File: src/design/spi_register_access_master_defines.svh
// ----------------------------------------------------------------------------
// SPI register access master: assertion macros
// Shared same-cycle-implication and next-cycle-implication property wrappers.
// ----------------------------------------------------------------------------
`ifndef SPI_REGISTER_ACCESS_MASTER_DEFINES_SVH
`define SPI_REGISTER_ACCESS_MASTER_DEFINES_SVH

// same-cycle implication, disabled while reset is low
`define SPIRAM_ASSERT_NOW(label, clk, rst_n, ante, cons) \
    label: assert property (@(posedge clk) disable iff (!(rst_n)) (ante) |-> (cons)) \
        else $error("spiram check failed");

// next-cycle implication, disabled while reset is low
`define SPIRAM_ASSERT_NEXT(label, clk, rst_n, ante, cons) \
    label: assert property (@(posedge clk) disable iff (!(rst_n)) (ante) |=> (cons)) \
        else $error("spiram check failed");

`endif

File: src/design/spiram_pkg.sv
// ----------------------------------------------------------------------------
// SPI register access master package
// Command codes, decoded item type and queue sizing.
// ----------------------------------------------------------------------------
`timescale 1ns / 1ps
`default_nettype none

package spiram_pkg;

    localparam int CMD_W    = 2;
    localparam int ADDR_W   = 7;
    localparam int WORD_W   = 16;
    localparam int CFG_W    = 8;
    localparam int BITS_W   = 5;
    localparam int Q_DEPTH  = 2;
    localparam int Q_PTR_W  = 1;
    localparam int Q_CNT_W  = 2;

    localparam logic [CMD_W-1:0] CMD_TICK  = 2'd0;
    localparam logic [CMD_W-1:0] CMD_BEGIN = 2'd1;
    localparam logic [CMD_W-1:0] CMD_DATA  = 2'd2;

    // top bit of the address byte marks a write
    localparam logic [7:0] ADDR_WRITE_FLAG = 8'h80;

    typedef enum logic [1:0] {
        OP_TICK,
        OP_BEGIN,
        OP_DATA,
        OP_BAD
    } t_op;

    typedef struct packed {
        t_op               op;
        logic [ADDR_W-1:0] reg_addr;
        logic              is_read;
        logic [WORD_W-1:0] wdata;
        logic              wide;
        logic              last_word;
        logic              miso;
    } t_item;

    function automatic t_op decode_cmd(input logic [CMD_W-1:0] cmd);
        t_op op;
        case (cmd)
            CMD_TICK:  op = OP_TICK;
            CMD_BEGIN: op = OP_BEGIN;
            CMD_DATA:  op = OP_DATA;
            default:   op = OP_BAD;
        endcase
        return op;
    endfunction

endpackage

`default_nettype wire

File: src/design/spiram_in_if.sv
// ----------------------------------------------------------------------------
// SPI register access master command channel
// Valid/ready channel carrying one command item per transfer.
// ----------------------------------------------------------------------------
`timescale 1ns / 1ps
`default_nettype none

interface spiram_in_if;
    import spiram_pkg::*;

    logic              valid;
    logic              ready;
    logic [CMD_W-1:0]  cmd;
    logic [ADDR_W-1:0] reg_addr;
    logic              is_read;
    logic [WORD_W-1:0] wdata;
    logic              wide;
    logic              last_word;
    logic              miso;

    modport source (
        output valid, cmd, reg_addr, is_read, wdata, wide, last_word, miso,
        input  ready
    );

    modport sink (
        input  valid, cmd, reg_addr, is_read, wdata, wide, last_word, miso,
        output ready
    );
endinterface

`default_nettype wire

File: src/design/spiram_out_if.sv
// ----------------------------------------------------------------------------
// SPI register access master result channel
// Valid/ready channel carrying pin levels and status per transfer.
// ----------------------------------------------------------------------------
`timescale 1ns / 1ps
`default_nettype none

interface spiram_out_if;
    import spiram_pkg::*;

    logic              valid;
    logic              ready;
    logic              csn;
    logic              sclk;
    logic              mosi;
    logic              busy_res;
    logic              rdata_valid;
    logic [WORD_W-1:0] rdata;
    logic              cmd_error;

    modport source (
        output valid, csn, sclk, mosi, busy_res, rdata_valid, rdata, cmd_error,
        input  ready
    );

    modport sink (
        input  valid, csn, sclk, mosi, busy_res, rdata_valid, rdata, cmd_error,
        output ready
    );
endinterface

`default_nettype wire

File: src/design/spiram_front.sv
// ----------------------------------------------------------------------------
// SPI register access master front end
// Accepts command transfers, decodes them and holds them in a short queue.
// ----------------------------------------------------------------------------
`timescale 1ns / 1ps
`default_nettype none

module spiram_front (
    input  wire                 i_clk,
    input  wire                 i_rst_n,
    spiram_in_if.sink           i_in,
    output spiram_pkg::t_item   o_item,
    output logic                o_item_valid,
    input  wire                 i_item_pop
);
    import spiram_pkg::*;

    t_item                r_mem [Q_DEPTH];
    logic [Q_PTR_W-1:0]   r_wr_ptr, n_wr_ptr;
    logic [Q_PTR_W-1:0]   r_rd_ptr, n_rd_ptr;
    logic [Q_CNT_W-1:0]   r_count,  n_count;
    logic                 push;
    logic                 pop;
    t_item                dec_item;

    assign i_in.ready   = (r_count != Q_CNT_W'(Q_DEPTH));
    assign push         = i_in.valid && i_in.ready;
    assign o_item_valid = (r_count != '0);
    assign pop          = i_item_pop && o_item_valid;
    assign o_item       = r_mem[r_rd_ptr];

    always_comb begin
        dec_item.op        = decode_cmd(i_in.cmd);
        dec_item.reg_addr  = i_in.reg_addr;
        dec_item.is_read   = i_in.is_read;
        dec_item.wdata     = i_in.wdata;
        dec_item.wide      = i_in.wide;
        dec_item.last_word = i_in.last_word;
        dec_item.miso      = i_in.miso;
    end

    always_comb begin
        n_wr_ptr = push ? r_wr_ptr + Q_PTR_W'(1) : r_wr_ptr;
        n_rd_ptr = pop  ? r_rd_ptr + Q_PTR_W'(1) : r_rd_ptr;
        n_count  = r_count;
        if (push && !pop) begin
            n_count = r_count + Q_CNT_W'(1);
        end else if (pop && !push) begin
            n_count = r_count - Q_CNT_W'(1);
        end
    end

    always_ff @(posedge i_clk) begin
        if (!i_rst_n) begin
            r_wr_ptr <= '0;
            r_rd_ptr <= '0;
            r_count  <= '0;
        end else begin
            r_wr_ptr <= n_wr_ptr;
            r_rd_ptr <= n_rd_ptr;
            r_count  <= n_count;
        end
    end

    always_ff @(posedge i_clk) begin
        if (push) begin
            r_mem[r_wr_ptr] <= dec_item;
        end
    end

endmodule

`default_nettype wire

File: src/design/spiram_back.sv
// ----------------------------------------------------------------------------
// SPI register access master back end
// Runs the serial line sequencer on queued items and registers each result.
// ----------------------------------------------------------------------------
`timescale 1ns / 1ps
`default_nettype none
`include "spi_register_access_master_defines.svh"

module spiram_back (
    input  wire                          i_clk,
    input  wire                          i_rst_n,
    input  wire spiram_pkg::t_item       i_item,
    input  wire                          i_item_valid,
    output logic                         o_item_pop,
    input  wire                          i_cfg_we,
    input  wire [spiram_pkg::CFG_W-1:0]  i_cfg_wdata,
    spiram_out_if.source                 o_out
);
    import spiram_pkg::*;

    typedef enum logic [2:0] {
        PH_IDLE,
        PH_WAIT,
        PH_AHIGH,
        PH_ALOW,
        PH_WHIGH,
        PH_WLOW,
        PH_RHIGH,
        PH_RLOW
    } t_phase;

    t_phase              r_phase,        n_phase;
    logic [WORD_W-1:0]   r_shift,        n_shift;
    logic [BITS_W-1:0]   r_bits_left,    n_bits_left;
    logic [CFG_W-1:0]    r_high_count,   n_high_count;
    logic                r_read_mode,    n_read_mode;
    logic                r_word_wide,    n_word_wide;
    logic                r_end_after,    n_end_after;
    logic                r_chip_select,  n_chip_select;
    logic                r_mosi,         n_mosi;
    logic [CFG_W-1:0]    r_read_high_ticks;

    logic                r_out_valid;
    logic                r_out_csn;
    logic                r_out_sclk;
    logic                r_out_mosi;
    logic                r_out_busy;
    logic                r_out_rvalid;
    logic [WORD_W-1:0]   r_out_rdata;
    logic                r_out_err;

    logic                pop;
    logic                res_rvalid;
    logic [WORD_W-1:0]   res_rdata;
    logic                res_err;
    logic [CFG_W-1:0]    limit;
    logic [BITS_W-1:0]   bits_dec;
    logic [WORD_W-1:0]   shift_in;
    logic [7:0]          addr_byte;

    function automatic logic clock_level(input t_phase ph, input logic [CFG_W-1:0] hc);
        logic lvl;
        case (ph)
            PH_ALOW, PH_WLOW, PH_RLOW: lvl = 1'b1;
            PH_RHIGH:                  lvl = (hc != '0);
            default:                   lvl = 1'b0;
        endcase
        return lvl;
    endfunction

    assign pop        = i_item_valid && (!r_out_valid || o_out.ready);
    assign o_item_pop = pop;

    // zero high time behaves as one
    assign limit     = (r_read_high_ticks == '0) ? CFG_W'(1) : r_read_high_ticks;
    assign bits_dec  = (r_bits_left != '0) ? r_bits_left - BITS_W'(1) : r_bits_left;
    assign shift_in  = {r_shift[WORD_W-2:0], i_item.miso};
    assign addr_byte = i_item.is_read ? {1'b0, i_item.reg_addr}
                                      : ({1'b0, i_item.reg_addr} | ADDR_WRITE_FLAG);

    always_comb begin
        n_phase       = r_phase;
        n_shift       = r_shift;
        n_bits_left   = r_bits_left;
        n_high_count  = r_high_count;
        n_read_mode   = r_read_mode;
        n_word_wide   = r_word_wide;
        n_end_after   = r_end_after;
        n_chip_select = r_chip_select;
        n_mosi        = r_mosi;
        res_rvalid    = 1'b0;
        res_rdata     = '0;
        res_err       = 1'b0;

        if (pop) begin
            case (i_item.op)
                OP_TICK: begin
                    case (r_phase)
                        PH_WAIT: begin
                            if (r_end_after) begin
                                n_chip_select = 1'b1;
                                n_end_after   = 1'b0;
                                n_phase       = PH_IDLE;
                            end
                        end
                        PH_AHIGH, PH_WHIGH: begin
                            n_mosi  = r_shift[WORD_W-1];
                            n_shift = {r_shift[WORD_W-2:0], 1'b0};
                            n_phase = (r_phase == PH_AHIGH) ? PH_ALOW : PH_WLOW;
                        end
                        PH_ALOW, PH_WLOW: begin
                            n_bits_left = bits_dec;
                            if (bits_dec != '0) begin
                                n_phase = (r_phase == PH_ALOW) ? PH_AHIGH : PH_WHIGH;
                            end else begin
                                n_phase = PH_WAIT;
                            end
                        end
                        PH_RHIGH: begin
                            // saturating high-time counter
                            if (r_high_count != '1) begin
                                n_high_count = r_high_count + CFG_W'(1);
                            end
                            if (n_high_count >= limit) begin
                                n_phase = PH_RLOW;
                            end
                        end
                        PH_RLOW: begin
                            n_shift      = shift_in;
                            n_high_count = '0;
                            n_bits_left  = bits_dec;
                            if (bits_dec != '0) begin
                                n_phase = PH_RHIGH;
                            end else begin
                                res_rvalid = 1'b1;
                                res_rdata  = r_word_wide ? shift_in : {8'h00, shift_in[7:0]};
                                n_phase    = PH_WAIT;
                            end
                        end
                        default: begin
                        end
                    endcase
                end
                OP_BEGIN: begin
                    if (r_phase != PH_IDLE) begin
                        res_err = 1'b1;
                    end else begin
                        n_read_mode   = i_item.is_read;
                        n_chip_select = 1'b0;
                        n_end_after   = 1'b0;
                        n_shift       = {addr_byte, 8'h00};
                        n_bits_left   = BITS_W'(8);
                        n_high_count  = '0;
                        n_phase       = PH_AHIGH;
                    end
                end
                OP_DATA: begin
                    if (r_phase != PH_WAIT || r_end_after) begin
                        res_err = 1'b1;
                    end else begin
                        n_word_wide  = i_item.wide;
                        n_end_after  = i_item.last_word;
                        n_bits_left  = i_item.wide ? BITS_W'(16) : BITS_W'(8);
                        n_high_count = '0;
                        if (r_read_mode) begin
                            n_shift = '0;
                            n_phase = PH_RHIGH;
                        end else begin
                            n_shift = i_item.wide ? i_item.wdata
                                                  : {i_item.wdata[7:0], 8'h00};
                            n_phase = PH_WHIGH;
                        end
                    end
                end
                default: begin
                    res_err = 1'b1;
                end
            endcase
        end
    end

    always_ff @(posedge i_clk) begin
        if (!i_rst_n) begin
            r_phase           <= PH_IDLE;
            r_shift           <= '0;
            r_bits_left       <= '0;
            r_high_count      <= '0;
            r_read_mode       <= 1'b0;
            r_word_wide       <= 1'b0;
            r_end_after       <= 1'b0;
            r_chip_select     <= 1'b1;
            r_mosi            <= 1'b0;
            r_read_high_ticks <= CFG_W'(1);
            r_out_valid       <= 1'b0;
        end else begin
            r_phase       <= n_phase;
            r_shift       <= n_shift;
            r_bits_left   <= n_bits_left;
            r_high_count  <= n_high_count;
            r_read_mode   <= n_read_mode;
            r_word_wide   <= n_word_wide;
            r_end_after   <= n_end_after;
            r_chip_select <= n_chip_select;
            r_mosi        <= n_mosi;
            if (i_cfg_we) begin
                r_read_high_ticks <= i_cfg_wdata;
            end
            if (pop) begin
                r_out_valid <= 1'b1;
            end else if (o_out.ready) begin
                r_out_valid <= 1'b0;
            end
        end
    end

    always_ff @(posedge i_clk) begin
        if (pop) begin
            r_out_csn    <= n_chip_select;
            r_out_sclk   <= clock_level(n_phase, n_high_count);
            r_out_mosi   <= n_mosi;
            r_out_busy   <= (n_bits_left != '0);
            r_out_rvalid <= res_rvalid;
            r_out_rdata  <= res_rdata;
            r_out_err    <= res_err;
        end
    end

    assign o_out.valid       = r_out_valid;
    assign o_out.csn         = r_out_csn;
    assign o_out.sclk        = r_out_sclk;
    assign o_out.mosi        = r_out_mosi;
    assign o_out.busy_res    = r_out_busy;
    assign o_out.rdata_valid = r_out_rvalid;
    assign o_out.rdata       = r_out_rdata;
    assign o_out.cmd_error   = r_out_err;

    // a completed read word only comes out of a read transaction
    `SPIRAM_ASSERT_NEXT(a_rvalid_in_read, i_clk, i_rst_n, pop && res_rvalid, r_read_mode)
    // idle means deselected and nothing left to shift
    `SPIRAM_ASSERT_NOW(a_idle_clean, i_clk, i_rst_n, r_phase == PH_IDLE,
        r_chip_select && (r_bits_left == '0))
    // a word never has more than sixteen bits
    `SPIRAM_ASSERT_NOW(a_bits_range, i_clk, i_rst_n, 1'b1, r_bits_left <= BITS_W'(16))
    // an out-of-order item leaves the sequencer untouched
    `SPIRAM_ASSERT_NEXT(a_err_holds, i_clk, i_rst_n, pop && res_err,
        (r_phase == $past(r_phase)) && (r_bits_left == $past(r_bits_left)))

endmodule

`default_nettype wire

File: src/design/spi_register_access_master.sv
// Path: a command passes the decode queue stage and the sequencer result register,
// then reaches the result channel. Throughput: one command per cycle while the
// result side is ready; the 2-entry decode queue absorbs result stalls.
// Reset (synchronous, active low): sequencer chip select high and data low,
// sequencer idle, queue empty, read high time back to 1; pin registers not reset.
`timescale 1ns / 1ps
`default_nettype none

// ----------------------------------------------------------------------------
// SPI register access master
// Decode front end and serial line sequencer joined by a short item queue.
// ----------------------------------------------------------------------------
module spi_register_access_master (
    input  wire                          i_clk,
    input  wire                          i_rst_n,
    spiram_in_if.sink                    i_in,
    spiram_out_if.source                 o_out,
    input  wire                          i_cfg_we,
    input  wire [spiram_pkg::CFG_W-1:0]  i_cfg_wdata
);
    import spiram_pkg::*;

    t_item item;
    logic  item_valid;
    logic  item_pop;

    spiram_front u_front (
        .i_clk        (i_clk),
        .i_rst_n      (i_rst_n),
        .i_in         (i_in),
        .o_item       (item),
        .o_item_valid (item_valid),
        .i_item_pop   (item_pop)
    );

    spiram_back u_back (
        .i_clk        (i_clk),
        .i_rst_n      (i_rst_n),
        .i_item       (item),
        .i_item_valid (item_valid),
        .o_item_pop   (item_pop),
        .i_cfg_we     (i_cfg_we),
        .i_cfg_wdata  (i_cfg_wdata),
        .o_out        (o_out)
    );

endmodule

`default_nettype wire
File: src/flat_wrapper.sv
// flat-port wrapper written by rule: the top's interface ports become plain ports
module spi_register_access_master_flat import spiram_pkg::*;
  (i_clk, i_rst_n, i_cfg_we, i_cfg_wdata, i_in_valid, i_in_cmd, i_in_reg_addr, i_in_is_read, i_in_wdata, i_in_wide, i_in_last_word, i_in_miso, i_in_ready, o_out_valid, o_out_csn, o_out_sclk, o_out_mosi, o_out_busy_res, o_out_rdata_valid, o_out_rdata, o_out_cmd_error, o_out_ready);
  spiram_in_if i_in_i ();
  spiram_out_if o_out_i ();
  input  wire i_clk;
  input  wire i_rst_n;
  input  wire i_cfg_we;
  input  wire [spiram_pkg::CFG_W-1:0] i_cfg_wdata;
  input wire logic [$bits(i_in_i.valid)-1:0] i_in_valid;
  input wire logic [$bits(i_in_i.cmd)-1:0] i_in_cmd;
  input wire logic [$bits(i_in_i.reg_addr)-1:0] i_in_reg_addr;
  input wire logic [$bits(i_in_i.is_read)-1:0] i_in_is_read;
  input wire logic [$bits(i_in_i.wdata)-1:0] i_in_wdata;
  input wire logic [$bits(i_in_i.wide)-1:0] i_in_wide;
  input wire logic [$bits(i_in_i.last_word)-1:0] i_in_last_word;
  input wire logic [$bits(i_in_i.miso)-1:0] i_in_miso;
  output wire logic [$bits(i_in_i.ready)-1:0] i_in_ready;
  output wire logic [$bits(o_out_i.valid)-1:0] o_out_valid;
  output wire logic [$bits(o_out_i.csn)-1:0] o_out_csn;
  output wire logic [$bits(o_out_i.sclk)-1:0] o_out_sclk;
  output wire logic [$bits(o_out_i.mosi)-1:0] o_out_mosi;
  output wire logic [$bits(o_out_i.busy_res)-1:0] o_out_busy_res;
  output wire logic [$bits(o_out_i.rdata_valid)-1:0] o_out_rdata_valid;
  output wire logic [$bits(o_out_i.rdata)-1:0] o_out_rdata;
  output wire logic [$bits(o_out_i.cmd_error)-1:0] o_out_cmd_error;
  input wire logic [$bits(o_out_i.ready)-1:0] o_out_ready;
  assign i_in_i.valid = i_in_valid;
  assign i_in_i.cmd = i_in_cmd;
  assign i_in_i.reg_addr = i_in_reg_addr;
  assign i_in_i.is_read = i_in_is_read;
  assign i_in_i.wdata = i_in_wdata;
  assign i_in_i.wide = i_in_wide;
  assign i_in_i.last_word = i_in_last_word;
  assign i_in_i.miso = i_in_miso;
  assign i_in_ready = i_in_i.ready;
  assign o_out_valid = o_out_i.valid;
  assign o_out_csn = o_out_i.csn;
  assign o_out_sclk = o_out_i.sclk;
  assign o_out_mosi = o_out_i.mosi;
  assign o_out_busy_res = o_out_i.busy_res;
  assign o_out_rdata_valid = o_out_i.rdata_valid;
  assign o_out_rdata = o_out_i.rdata;
  assign o_out_cmd_error = o_out_i.cmd_error;
  assign o_out_i.ready = o_out_ready;
  spi_register_access_master u_core (.i_clk(i_clk), .i_rst_n(i_rst_n), .i_in(i_in_i), .o_out(o_out_i), .i_cfg_we(i_cfg_we), .i_cfg_wdata(i_cfg_wdata));
endmodule
File: config.mk
export PLATFORM = sky130hd
export DESIGN_NAME = spi_register_access_master_flat
export DESIGN_NICKNAME = d
export VERILOG_FILES = /design/src/design/spiram_pkg.sv /design/src/design/spiram_in_if.sv /design/src/design/spiram_out_if.sv /design/src/design/spiram_front.sv /design/src/design/spiram_back.sv /design/src/design/spi_register_access_master.sv /design/src/flat_wrapper.sv
export VERILOG_INCLUDE_DIRS = /design/src /design/src/design
export SDC_FILE = /design/constraint.sdc
export NUM_CORES = 1
export LEC_CHECK = 0
export BUFFER_PORTS_ARGS = -buffer_cell sky130_fd_sc_hd__buf_2
export CAP_MARGIN = 20
export CORE_UTILIZATION = 58
export CTS_BUF_LIST = sky130_fd_sc_hd__clkbuf_4
export CTS_CLUSTER_SIZE = 28
export DETAILED_ROUTE_END_ITERATION = 8
export PLACE_DENSITY_LB_ADDON = 0.05
export SLEW_MARGIN = 0
export SYNTH_ARGS = -nofsm -noshare
export SYNTH_HDL_FRONTEND = slang
export SYNTH_SLANG_ARGS = --single-unit
File: constraint.sdc
create_clock -name i_clk -period 4.2 [get_ports i_clk]
set_clock_uncertainty 0.05 [all_clocks]
set_input_delay 0.21 -clock i_clk [delete_from_list [all_inputs] [get_ports i_clk]]
set_output_delay 0.21 -clock i_clk [all_outputs]
set_load 0.05 [all_outputs]
Word level (Yosys, flattened, before mapping)
Memories as Yosys holds them, arrays and structs flattened. A register that Yosys moved wholly into a read port is not among the register bits.
Cells that the tools add are included.
{"block": "word_totals", "regBits": 72, "ram_bits": 58, "inputBits": 42, "out_inout_bits": 24, "elab_cells": 152, "memories": 1}
{"memory": "u_core.u_front.r_mem", "depth": 2, "width": 29, "read_ports": 1, "rd_clocked_by_memory_dff": 1, "wr": 1, "line": "spiram_front.sv:18", "text": "t_item r_mem [Q_DEPTH];"}
{"block": "classes", "addsub": 6, "n_lt_le_gt_ge": 1, "n_eq_ne": 22, "muxes": 62, "bitwise": 5, "n_reduce_logical": 33}
{"cell": "$mux 8", "count": 9}
{"cell": "$mux 16", "count": 4}
{"cell": "$pmux 16 s3", "count": 1}
{"cell": "$pmux 16 s2", "count": 1}
{"cell": "$mux 5", "count": 6}
{"cell": "$mux 3", "count": 9}
{"cell": "$pmux 8 s3", "count": 1}
{"cell": "$eq 3x3->1 const B", "count": 7}
{"cell": "$mux 1", "count": 19}
{"cell": "$pmux 8 s2", "count": 1}
{"cell": "$pmux 3 s5", "count": 1}
{"cell": "$pmux 5 s3", "count": 1}
{"cell": "$reduce_bool 5->1", "count": 3}
{"cell": "$reduce_and 5->1", "count": 2}
{"cell": "$eq 3x2->1 const B", "count": 3}
{"cell": "$pmux 3 s3", "count": 1}
{"cell": "$reduce_or 3->1", "count": 3}
{"cell": "$add 8x1->8 const B", "count": 1}
{"cell": "$ge 8x8->1", "count": 1}
{"cell": "$logic_not 8->1", "count": 1}
{"cell": "$ne 8x8->1 const B", "count": 1}
{"cell": "$reduce_bool 8->1", "count": 1}
{"cell": "$mux 2", "count": 3}
{"cell": "$ne 2x2->1 const B", "count": 3}
{"cell": "other kinds (24)", "count": 46}

Logic depth before layout (Yosys ltp)
{"block": "logic_depth", "ltp_word": 13, "depth_mapped": 14, "depth_no_buf": 13}

Modules after synthesis
From an unflattened synthesis, not the netlist that was laid out.
{"block": "unflattened", "cells_unflattened": 543, "hier_area_um2": 6159.7}
{"module": "spiram_back", "n_inst": 1, "cells_per_inst": 427, "area_per_inst_um2": 3821.2, "seq_area_each_um2": 1581.5}
{"module": "spiram_front", "n_inst": 1, "cells_per_inst": 116, "area_per_inst_um2": 2338.5, "seq_area_each_um2": 1841.8}

Least setup slack after synthesis
OpenSTA, ideal clock, no wires.
{"block": "synth_path", "path_type": "register to register", "startpoint": "register with a tool-made name", "endpoint": "register u_core.u_back.r_out_sclk (netlist: u_core.u_back.o_out.sclk), data pin", "setup_time_ns": 0.271, "t_arrival_ns": 3.115, "t_required_ns": 3.879, "path_slack_ns": 0.764, "stages_incl_launch_ff": 12, "n_path_buf": 2, "synth_period_minus_slack_ns": 3.436, "path_cell_list": "dfxtp_1 -> clkbuf_1 -> clkbuf_1 -> mux2i_1 -> inv_1 -> ha_1 -> or4_4 -> o22ai_4 -> nand2_1 -> a22o_1 -> nor4_2 -> o31ai_1"}
{"item": "end signal, assigned", "line": "spiram_back.sv:219", "text": "r_out_sclk <= clock_level(n_phase, n_high_count);"}
{"item": "end, declared", "line": "spiram_back.sv:45", "text": "logic r_out_sclk;"}

Final worst setup path
{"block": "layout_path", "startpoint": "register u_core.u_back.r_high_count[0]", "endpoint": "register u_core.u_back.r_out_sclk (netlist: u_core.u_back.o_out.sclk), data pin"}
{"block": "layout_between", "elab_chain_len": 13, "elab_cells_between_ends": 23, "classes_between": "add/sub: 1; order compare: 1; eq/ne: 5; mux: 14; reduce/logical: 2"}
{"item": "start, declared", "line": "spiram_back.sv:35", "text": "logic [CFG_W-1:0] r_high_count, n_high_count;"}
{"item": "start signal, assigned", "line": "spiram_back.sv:199", "text": "r_high_count <= n_high_count;"}
{"item": "$add 8x1->8 / $ne 8x8->1 (equally long branches)", "line": "spiram_back.sv:122, spiram_back.sv:121"}
{"item": "$mux 8", "line": "spiram_back.sv:121", "text": "if (r_high_count != '1) begin"}
{"item": "$mux 8", "line": "spiram_back.sv:98", "text": "case (r_phase)"}
{"item": "$mux 8", "line": "spiram_back.sv:96", "text": "case (i_item.op)"}
{"item": "$mux 8", "line": "spiram_back.sv:95", "text": "if (pop) begin"}
{"item": "$ge 8x8->1", "line": "spiram_back.sv:124", "text": "if (n_high_count >= limit) begin"}
{"item": "$mux 3", "line": "spiram_back.sv:124"}
{"item": "$pmux 3 s5", "line": "spiram_back.sv:98"}
{"item": "$pmux 3 s3", "line": "spiram_back.sv:96"}
{"item": "$mux 3", "line": "spiram_back.sv:95"}
{"item": "$eq 3x2->1 / $eq 3x3->1 (equally long branches)", "line": "spiram_back.sv:63", "text": "case (ph)"}
{"item": "$reduce_or 3->1", "line": "spiram_back.sv:63"}
{"item": "$pmux 1 s2 (*)", "line": "spiram_back.sv:63"}
Mark *: on every way between the ends. The rest lies on a longest branch, timed or not. The select of a mux whose other input is x is not followed.
A chain may end at the register's enable or synchronous reset.

==> flow_results.xml <==
<?xml version="1.0" encoding="UTF-8"?>
<metrics>
  <group name="setup_path">
    <metric name="critical_path.cell_chain" unit="">ha_1, and2_1, and3_1, mux2_2, ha_1, a21o_1, a31oi_1, o21ai_0, a211oi_1, o32ai_1, nand2_1, o31ai_1</metric>
    <metric name="cp.arrival" unit="ps">3530</metric>
    <metric name="max_incr_delay_on_cp" unit="ps">480</metric>
    <metric name="cpMaxStageDelayCell" unit="">dfxtp_1</metric>
    <metric name="worst_setup_path_end_kind" unit="">register</metric>
    <metric name="worst-endpoint-required" unit="ps">4430</metric>
    <metric name="crit_fanout" unit="">6</metric>
    <metric name="timing.critical_path.from_type" unit="">register</metric>
    <metric name="path_common_cell" unit="">ha_1</metric>
    <metric name="ff2ff_path_depth" unit="">12</metric>
    <metric name="worst_r2r_start" unit="">u_core.u_back.r_high_count[0]$_SDFF_PN0_</metric>
    <metric name="critPathLaunch" unit="">u_core.u_back.r_high_count[0]$_SDFF_PN0_</metric>
    <metric name="rr_endpoint" unit="">u_core.u_back.o_out.sclk$_DFFE_PP_</metric>
    <metric name="ff2ff_setup_slack" unit="ps">900</metric>
    <metric name="critical_path_start_end_classification" unit="">register to register</metric>
  </group>
  <group name="placed_design">
    <metric name="number_of_port_buffers" unit="">65</metric>
    <metric name="finalWeightedCongestion" unit="">0.848</metric>
    <metric name="hpwlAfterDp" unit="microns">9020</metric>
    <metric name="place_area" unit="sq mm">0.00659</metric>
  </group>
  <group name="layout">
    <metric name="post-route-cell-area" unit="sq mm">0.00730</metric>
    <metric name="num_antenna_cells" unit="">0</metric>
    <metric name="syn_to_final_growth" unit="%">17.9</metric>
    <metric name="nFillCells" unit="">758</metric>
    <metric name="layout-drive-gt1-share" unit="%">19.2</metric>
    <metric name="finalNetCount" unit="">712</metric>
  </group>
  <group name="floorplanning">
    <metric name="die_area" unit="sq mm">0.0111</metric>
    <metric name="design.core.area" unit="sq mm">0.0103</metric>
    <metric name="chipHeight" unit="microns">105</metric>
    <metric name="die_w" unit="microns">105</metric>
    <metric name="floorplan.initialDensity" unit="%">59.9</metric>
    <metric name="row_count" unit="">37</metric>
    <metric name="pin_count" unit="">66</metric>
  </group>
  <group name="timing">
    <metric name="setup-tns-final" unit="ps">0</metric>
    <metric name="grt_setup_unrepaired" unit="">false</metric>
    <metric name="maxSlewViolCount" unit="">0</metric>
    <metric name="slew_headroom" unit="%">44.0</metric>
    <metric name="timing.final.hold_violations" unit="">0</metric>
    <metric name="finalWorstPathRequiredPeriod" unit="ps">3300</metric>
    <metric name="whs" unit="ps">55.1</metric>
    <metric name="tightest_pin_transition" unit="ps">840</metric>
    <metric name="setup_violations" unit="">0</metric>
    <metric name="period_share" unit="%">78.6</metric>
    <metric name="maximum_frequency_from_static_timing_analysis" unit="MHz">303</metric>
  </group>
  <group name="route">
    <metric name="drt_drc_violations_left" unit="">0</metric>
    <metric name="routed_wire_length_per_instance" unit="microns">17.3</metric>
    <metric name="routed_via_density" unit="">5.74</metric>
    <metric name="detail_route.wirelength" unit="microns">13900</metric>
    <metric name="final_antenna_net_count" unit="">0</metric>
    <metric name="dr.first_iter.drc_count" unit="">276</metric>
    <metric name="drt-pass1-iter-count" unit="">5</metric>
    <metric name="dr_total_vias" unit="">4615</metric>
  </group>
  <group name="synth">
    <metric name="synthDominantCellAreaShare" unit="%">38.8</metric>
    <metric name="summed_instance_area_of_the_synthesized_netlist" unit="sq mm">0.00619</metric>
    <metric name="synth.top_cells.by_count" unit="">edfxtp_1, nor2_1, dfxtp_1</metric>
    <metric name="synthSimpleGateAreaFrac" unit="%">15.2</metric>
    <metric name="netlist_top_cells_area" unit="">edfxtp_1, dfxtp_1, mux2i_1</metric>
    <metric name="synth.ff_latch_count" unit="">131</metric>
    <metric name="synth.distinct_cells" unit="">72</metric>
    <metric name="synth_sequential_area_ratio" unit="%">55.3</metric>
    <metric name="synth_top_family_by_area" unit="">simple AND/OR/NAND/NOR gates</metric>
    <metric name="yosys.cell_count.top_type" unit="">edfxtp_1</metric>
    <metric name="synthesis.nets" unit="">612</metric>
    <metric name="synth_compound_area_share" unit="%">13.5</metric>
    <metric name="postSynthCellCount" unit="">555</metric>
    <metric name="synth_mux_area_share" unit="%">7.54</metric>
    <metric name="yosys.area_share.adder" unit="%">3.03</metric>
    <metric name="yosys.area.top_type" unit="">edfxtp_1</metric>
    <metric name="syn-mean-instance-area" unit="sq um">11.1</metric>
    <metric name="synthFlopType" unit="">edfxtp_1</metric>
    <metric name="yosys_warnings" unit="">0</metric>
    <metric name="synth_edf_count" unit="">80</metric>
    <metric name="synthXorXnorAreaFrac" unit="%">1.27</metric>
    <metric name="synth-async-reset-ratio" unit="%">0</metric>
  </group>
  <group name="power_and_ir_drop">
    <metric name="total_leakage_power" unit="nW">2.87</metric>
    <metric name="power-per-cell-area" unit="mW/mm^2">585</metric>
    <metric name="vdd_drop_max" unit="mV">0.358</metric>
  </group>
  <group name="hold_path">
    <metric name="timing.hold.worst.class" unit="">input pin to register</metric>
    <metric name="worstHoldStart" unit="">i_in_valid</metric>
    <metric name="min_delay_path_depth" unit="">4</metric>
    <metric name="holdPathEnd" unit="">u_core.u_front.r_wr_ptr$_SDFFE_PN0P_</metric>
  </group>
  <group name="clocking">
    <metric name="holdBufCountCts" unit="">41</metric>
    <metric name="cts_tree" unit="">yes</metric>
    <metric name="clock_latency" unit="ps">550</metric>
    <metric name="cts.sinks" unit="">131</metric>
    <metric name="clk_pin_slew_worst_paths" unit="ps">120</metric>
    <metric name="cts_made_buffers" unit="">17</metric>
    <metric name="cts.repair_timing.setup_buffer_count" unit="">0</metric>
    <metric name="cts.htree.levels" unit="">4</metric>
    <metric name="cts_resized" unit="">0</metric>
    <metric name="clockBufferDepth" unit="">2</metric>
    <metric name="cts-root-buf" unit="">clkbuf_4</metric>
  </group>
  <group name="global_routing">
    <metric name="grt_util_all_layers" unit="%">27.0</metric>
    <metric name="remaining_global_route_overflow" unit="">0</metric>
    <metric name="grt_first_pass_wirelength" unit="microns">22800</metric>
    <metric name="grt_antenna_before_repair" unit="">0</metric>
    <metric name="number_of_global_route_vias_before_repair" unit="">4573</metric>
    <metric name="grt_max_degree" unit="">40</metric>
  </group>
  <group name="outcome">
    <metric name="run_status" unit="">finished, final reports clean</metric>
  </group>
  <group name="flow_run">
    <metric name="drv.max_cap_violation_count" unit="">0</metric>
  </group>
</metrics>
[worst max-delay path, delay by kind of cell, from the launching register on]
kind | cells | cell delay, ps
AO/OA/AOI/OAI | 6 | 1050
AND/OR/NAND/NOR | 3 | 630
multiplexers | 1 | 360
flip-flops | 1 | 480
adder cells (fa/ha/maj) | 2 | 490
[registers in the layout, indices dropped and copies added, names as in the netlist, 2 cells and up, named ones only]
| name | count |
|---|---|
| u_core.u_front.r_mem | 58 |
| u_core.u_back.o_out.rdata | 16 |
| u_core.u_back.r_shift | 16 |
| u_core.u_back.r_high_count | 8 |
| u_core.u_back.r_read_high_ticks | 8 |
| u_core.u_back.r_bits_left | 5 |
| u_core.u_back.r_phase | 3 |
| u_core.u_front.r_count | 2 |
[area by class of cell]
type | instances | area (sq um) | area share (%)
clock inverter | 15 | 170 | 2.33
timing repair buffer | 111 | 781 | 10.7
sequential | 131 | 3420 | 46.9
multi-input combinational | 365 | 2510 | 34.5
tap | 136 | 170 | 2.33
clock buffer | 17 | 128 | 1.75
inverter | 29 | 109 | 1.49
[cells by family after synthesis]
family | Yosys count
buffers and inverters | 59
multiplexers | 46
flip-flops | 131
adder cells (fa/ha/maj) | 15
AO/OA/AOI/OAI | 114
AND/OR/NAND/NOR | 181
XOR/XNOR | 9
[per-layer routing]
layer	vias to the layer above	GRT usage [%]	part of all wire, %	wire length [microns]
li1	2236	-	-	-
met1	2184	36.8	46	6380
met5	-	0	0	0
met4	0	10.3	1.8	248
met3	29	6.43	6.2	861
met2	166	42.2	46	6410
[per-stage QoR]
stage	util, %	total power [mW]	cells	setup WS [ps]
final	70.7	4.27	804	900
after global routing	70.7	4.49	804	657
after CTS	70.7	4.26	804	932
after detailed placement	63.8	3.36	731	976
after global placement	63.7	3.33	730	1140
after floorplan	-	3.01	555	764
[cell usage in the layout, fill, tap and decap left out, drive strengths merged, types with 3 or more instances in the layout]
cell / instances
nor2: 70
and3: 14
nand2b: 7
nand3: 8
clkbuf: 17
nand2: 22
a21oi: 33
inv: 35
nand4: 5
mux2: 5
o22ai: 9
xor2: 6
xnor2: 3
ha: 15
nor3: 6
a211oi: 23
a22oi: 6
edfxtp: 80
and4: 3
buf: 70
dlygate4sd3: 41
o32ai: 4
dfxtp: 51
mux2i: 41
a311oi: 3
a31oi: 6
and2: 17
o21ai: 11
o31ai: 3
clkinv: 6
nor2b: 14
[how the worst max path moves through the flow]
stage	endpoint	slack [ps]	depth (start not counted)
floorplan	u_core.u_back.o_out.sclk$_DFFE_PP_	760	11
global placement	u_core.u_back.o_out.sclk$_DFFE_PP_	1140	12
detailed placement	u_core.u_back.o_out.sclk$_DFFE_PP_	980	12
CTS	u_core.u_back.o_out.sclk$_DFFE_PP_	930	12
global route	u_core.u_back.o_out.sclk$_DFFE_PP_	660	12
finish	u_core.u_back.o_out.sclk$_DFFE_PP_	900	12
[power breakdown]
group | leakage (nW) | internal, mW | switching, mW | total, mW
clock | 0.157 | 0.368 | 0.506 | 0.874
combinational | 1.54 | 0.492 | 1.12 | 1.61
sequential | 1.17 | 1.66 | 0.121 | 1.78
total | 2.87 | 2.52 | 1.75 | 4.27
(Power assumes the default switching activity.)
